File: src/design/assert_macros.svh
// assertion helpers, sampled on i_clk and idle while i_rst_n is low
`ifndef ASSERT_MACROS_SVH
`define ASSERT_MACROS_SVH

// same-cycle implication
`define MBAT_ASSERT_IMP(label, ante, cons, msg) \
    label: assert property (@(posedge i_clk) disable iff (!i_rst_n) (ante) |-> (cons)) \
        else $error(msg);

// next-cycle implication
`define MBAT_ASSERT_NXT(label, ante, cons, msg) \
    label: assert property (@(posedge i_clk) disable iff (!i_rst_n) (ante) |=> (cons)) \
        else $error(msg);

`endif

File: src/design/mbat_pkg.sv
`default_nettype none

package mbat_pkg;

    // table geometry
    localparam int NUM_BLOCKS = 64;
    localparam int IDX_W      = (NUM_BLOCKS > 1) ? $clog2(NUM_BLOCKS) : 1;

    // field widths
    localparam int KIND_W      = 3;
    localparam int ADDR_W      = 52;
    localparam int ADDR_MB_LSB = 20;
    localparam int MB_W        = ADDR_W - ADDR_MB_LSB;
    localparam int SEQ_W       = 32;
    localparam int BASE_W      = 19;
    localparam int SIZE_W      = 13;
    localparam int COUNT_W     = 7;
    localparam int DIV_CNT_W   = $clog2(MB_W);

    // configuration port
    localparam int CFG_IDX_W  = 1;
    localparam int CFG_DATA_W = SIZE_W;
    localparam logic [CFG_IDX_W-1:0] CFG_BLOCK_SIZE  = 1'd0;
    localparam logic [CFG_IDX_W-1:0] CFG_BLOCK_COUNT = 1'd1;

    // item kinds
    localparam logic [KIND_W-1:0] KIND_MARK  = 3'd0;
    localparam logic [KIND_W-1:0] KIND_DUMP  = 3'd1;
    localparam logic [KIND_W-1:0] KIND_CLEAR = 3'd2;
    localparam logic [KIND_W-1:0] KIND_INC   = 3'd3;
    localparam logic [KIND_W-1:0] KIND_READ  = 3'd4;

    // controller to datapath
    typedef struct packed {
        logic accept;
        logic div_start;
        logic mark_wr;
        logic cnt_ld;
        logic dump_rd;
        logic dump_out;
    } t_cmd;

    // datapath to controller
    typedef struct packed {
        logic [KIND_W-1:0] kind;
        logic              div_done;
        logic              out_free;
        logic              dump_empty;
        logic              dump_last;
    } t_sts;

endpackage

`default_nettype wire

File: src/design/mbat_ctrl.sv
`default_nettype none

module mbat_ctrl
    import mbat_pkg::*;
(
    input  wire logic i_clk,
    input  wire logic i_rst_n,
    input  wire logic i_in_valid,
    output logic      o_in_ready,
    input  wire t_sts i_sts,
    output t_cmd      o_cmd
);

    localparam logic [2:0] ST_IDLE = 3'd0;
    localparam logic [2:0] ST_DEC  = 3'd1;
    localparam logic [2:0] ST_DIVW = 3'd2;
    localparam logic [2:0] ST_MARK = 3'd3;
    localparam logic [2:0] ST_CNT  = 3'd4;
    localparam logic [2:0] ST_DRD  = 3'd5;
    localparam logic [2:0] ST_DWR  = 3'd6;

    logic [2:0] r_state;
    logic [2:0] n_state;

    // next state and commands
    always_comb begin
        n_state    = r_state;
        o_cmd      = '0;
        o_in_ready = 1'b0;
        unique case (r_state)
            ST_IDLE: begin
                o_in_ready   = 1'b1;
                o_cmd.accept = i_in_valid;
                if (i_in_valid) n_state = ST_DEC;
            end
            ST_DEC: begin
                priority if (i_sts.kind == KIND_MARK) begin
                    o_cmd.div_start = 1'b1;
                    n_state         = ST_DIVW;
                end else if (i_sts.kind == KIND_DUMP) begin
                    n_state = i_sts.dump_empty ? ST_IDLE : ST_DRD;
                end else if (i_sts.kind == KIND_CLEAR || i_sts.kind == KIND_INC ||
                             i_sts.kind == KIND_READ) begin
                    n_state = ST_CNT;
                end else begin
                    n_state = ST_IDLE;
                end
            end
            ST_DIVW: begin
                if (i_sts.div_done) n_state = ST_MARK;
            end
            ST_MARK: begin
                if (i_sts.out_free) begin
                    o_cmd.mark_wr = 1'b1;
                    n_state       = ST_IDLE;
                end
            end
            ST_CNT: begin
                if (i_sts.out_free) begin
                    o_cmd.cnt_ld = 1'b1;
                    n_state      = ST_IDLE;
                end
            end
            ST_DRD: begin
                o_cmd.dump_rd = 1'b1;
                n_state       = ST_DWR;
            end
            ST_DWR: begin
                if (i_sts.out_free) begin
                    o_cmd.dump_out = 1'b1;
                    n_state        = i_sts.dump_last ? ST_IDLE : ST_DRD;
                end
            end
            default: n_state = ST_IDLE;
        endcase
    end

    // state register
    always_ff @(posedge i_clk) begin
        if (!i_rst_n) begin
            r_state <= ST_IDLE;
        end else begin
            r_state <= n_state;
        end
    end

endmodule

`default_nettype wire

File: config.mk
export PLATFORM = sky130hd
export DESIGN_NAME = mbat_ctrl
export DESIGN_NICKNAME = d
export VERILOG_FILES = /design/src/design/assert_macros.svh /design/src/design/mbat_pkg.sv /design/src/design/mbat_ctrl.sv
export SDC_FILE = /design/constraint.sdc
export NUM_CORES = 1
export LEC_CHECK = 0
export BUFFER_PORTS_ARGS = -buffer_cell sky130_fd_sc_hd__buf_2
export CAP_MARGIN = 0
export CORE_AREA = 2 2 39 41
export DETAILED_ROUTE_END_ITERATION = 10
export DIE_AREA = 0 0 41 43
export PLACE_DENSITY_LB_ADDON = 0.05
export SETUP_SLACK_MARGIN = 0.02
export SLEW_MARGIN = 20
export SYNTH_ARGS = -nofsm -noshare
export SYNTH_HDL_FRONTEND = slang
export SYNTH_SLANG_ARGS = --single-unit
File: constraint.sdc
create_clock -name i_clk -period 3.7 [get_ports i_clk]
set_clock_uncertainty 0.05 [all_clocks]
set_input_delay 0.925 -clock i_clk [delete_from_list [all_inputs] [get_ports i_clk]]
set_output_delay 0.925 -clock i_clk [all_outputs]
set_load 0.005 [all_outputs]
==> results.cfg <==
[critical_path]
r2r_setup_slack_ps = 2060
startpoint_type = input port
ff2ff_path_depth = 6
cp-end-kind = output pin
endpoint = o_cmd[4]
worstReg2RegEnd = r_state[0]
critPathArrivalTime_ps = 1790
crit_start = i_sts[6]
path_max_fanout = 3
r2r-start = r_state[1]
required_ps = 2720
worst-setup-path-type = input port to output pin

[global_routing]
grt_max_degree = 16
antenna_found_initial = 0
grt_pass1_wl_mm = 1.51
grt.total_usage = 0.122
grt_pass1_vias = 353
grt_overflow = 0

[logic_synthesis]
ys_seq_area_frac = 0.156
synth_top_area_cell = dfxtp_1
synthCells = 48
synth.distinct_cells = 25
ys_seq_elements = 3
avgSynthCellArea_um2 = 8.00
synth_top_area_share = 0.156
ys_top_cells_by_area = dfxtp_1, ha_1, nor2b_1
ys_warn_count = 0
syn-cell-area_um2 = 384
syn_nets = 62

[sta]
finalSetupViolCount = 0
drv_slew = 0
setup_tns_ps = 0
hold_slack_ps = 451
period_share = 0.747
fmax_ghz = 0.362
rsz0062_at_grt = false
period_minus_slack_ps = 2760
worst_slew_pin_slew_ps = 408
hold_viol = 0
finalWorstSetupSlack_ps = 936
slew_headroom = 0.728

[floorplan]
coreArea_mm2 = 0.00138
start_util = 0.278
io_pins = 17
die_area_mm2 = 0.00176
rows = 14
die_h_um = 43
die_w_um = 41

[placement]
dpl.hpwl_um = 710
gp_congestion = 0.622
dp_cells = 79
port_buffers = 16
place_ws_ps = 939

[detailed_routing]
wl_um = 886
drc = 0
first_iter_violations = 5
highest_layer = met3
wl_met1_um = 417
met2_length_um = 432
final_antenna_net_count = 0
first_pass_iters = 3
avgViaCountPerCell = 4.87
wl_met3_um = 36
wl_per_cell_um = 10.7
vias = 404

[cells_and_area]
layout_commonest_cell = buf_2
layout_common_cells = buf_2, nor2_1, nor2b_1, ha_1
largest_reg_flops = 3
fillers = 160
final_cells = 83
nets = 82
antenna_cells = 0
area_delta_synth_final_pct = 31.6
reg.largest.list = r_state x3
multi_input_area_um2 = 312
top_register = r_state
final_core_util = 0.365
final_layout_size_suffix_gt1_frac = 0.373
seqCellArea_um2 = 60.1

[pwr]
irDropWorstVdd_mv = 0.165
leakage_nw = 0.247
power.density_mw_per_mm2 = 428

[clocking]
clkLatencyLatePin_ps = 230
cts.sinks = 3
ctsHoldBuffers = 0
cts_buffers = 3
post_cts_resized = 0
clk_path_buf_depth = 2
clk_pin_slew_worst_paths_ps = 40
root_buffer = clkbuf_4
tritoncts = built
post_cts_buffers = 0
ctsHtreeMaxLevel = 1

[job]
cap_violations = 0

[hold_path]
worst_hold_path_type = flip-flop to flip-flop

[outcome]
status = complete, no violations
kinds of logic (layout without fill, tap and decap cells):
family,after synthesis,after routing,share of synthesized area
adders and majority gates,4,4,0.130
AOI/OAI and AO/OA,11,11,0.212
and+or+nand+nor,25,25,0.417
muxes,2,2,0.0521
DFF,3,3,0.156
buffers and inverters,3,22,0.0326
through the flow:
step	power, mW	area, µm²
global placement	0.164	479
detailed placement	0.161	479
finish	0.216	505
floorplan	0.127	384
CTS	0.220	505
global route	0.237	505
cell type report:
cell class	instances	share of cell area
inverter	2	0.0149
tap	16	0.0396
sequential	3	0.119
multi-input combinational	42	0.616
timing repair buffer	16	0.158
clock buffer	4	0.0520
report_power, final:
group	switching [mW]	internal [mW]	total [mW]
Clock	0.0168	0.0404	0.0572
Combinational	0.0522	0.0568	0.109
Sequential	0.0107	0.0394	0.0500
worst max-delay path, stage by stage:
cell and delay (ps):
buf_2 110, or4b_4 520, nor2_2 110, buf_2 120
worst min-delay path by stage:
stage                     from         end  slack [ps]  cells after the start
finish              r_state[0]  r_state[0]         450                      2
detailed placement  r_state[1]  r_state[1]         450                      2
floorplan           r_state[1]  r_state[1]         420                      2
global route        r_state[0]  r_state[0]         480                      2
CTS                 r_state[0]  r_state[0]         460                      2
global placement    r_state[1]  r_state[1]         450                      2
cell usage after synthesis:
cell type	instances
o21ai_0	3
nor2b_1	4
ha_1	4
o21ba_1	1
nor2_1	4
and2_1	2
nand2b_1	2
o311ai_1	2
nor3b_2	1
mux2i_1	2
inv_1	2
and3_1	2
nor2_2	1
dfxtp_1	3
o311ai_0	1
nand3b_1	1
a21oi_1	1
and2b_2	2
nand2_1	3
a2111oi_1	1
or4b_4	1
or2_2	1
o21a_1	2
nor3b_1	1
buf_2	1
routing by layer:
metal | vias to the layer above | global-route usage
li1 | 209 | -
met1 | 188 | 0.173
met2 | 7 | 0.166
met3 | 0 | 0.0471
met4 | 0 | 0.0400
met5 | - | 0
Note: power is estimated with default switching activity, not from simulation.
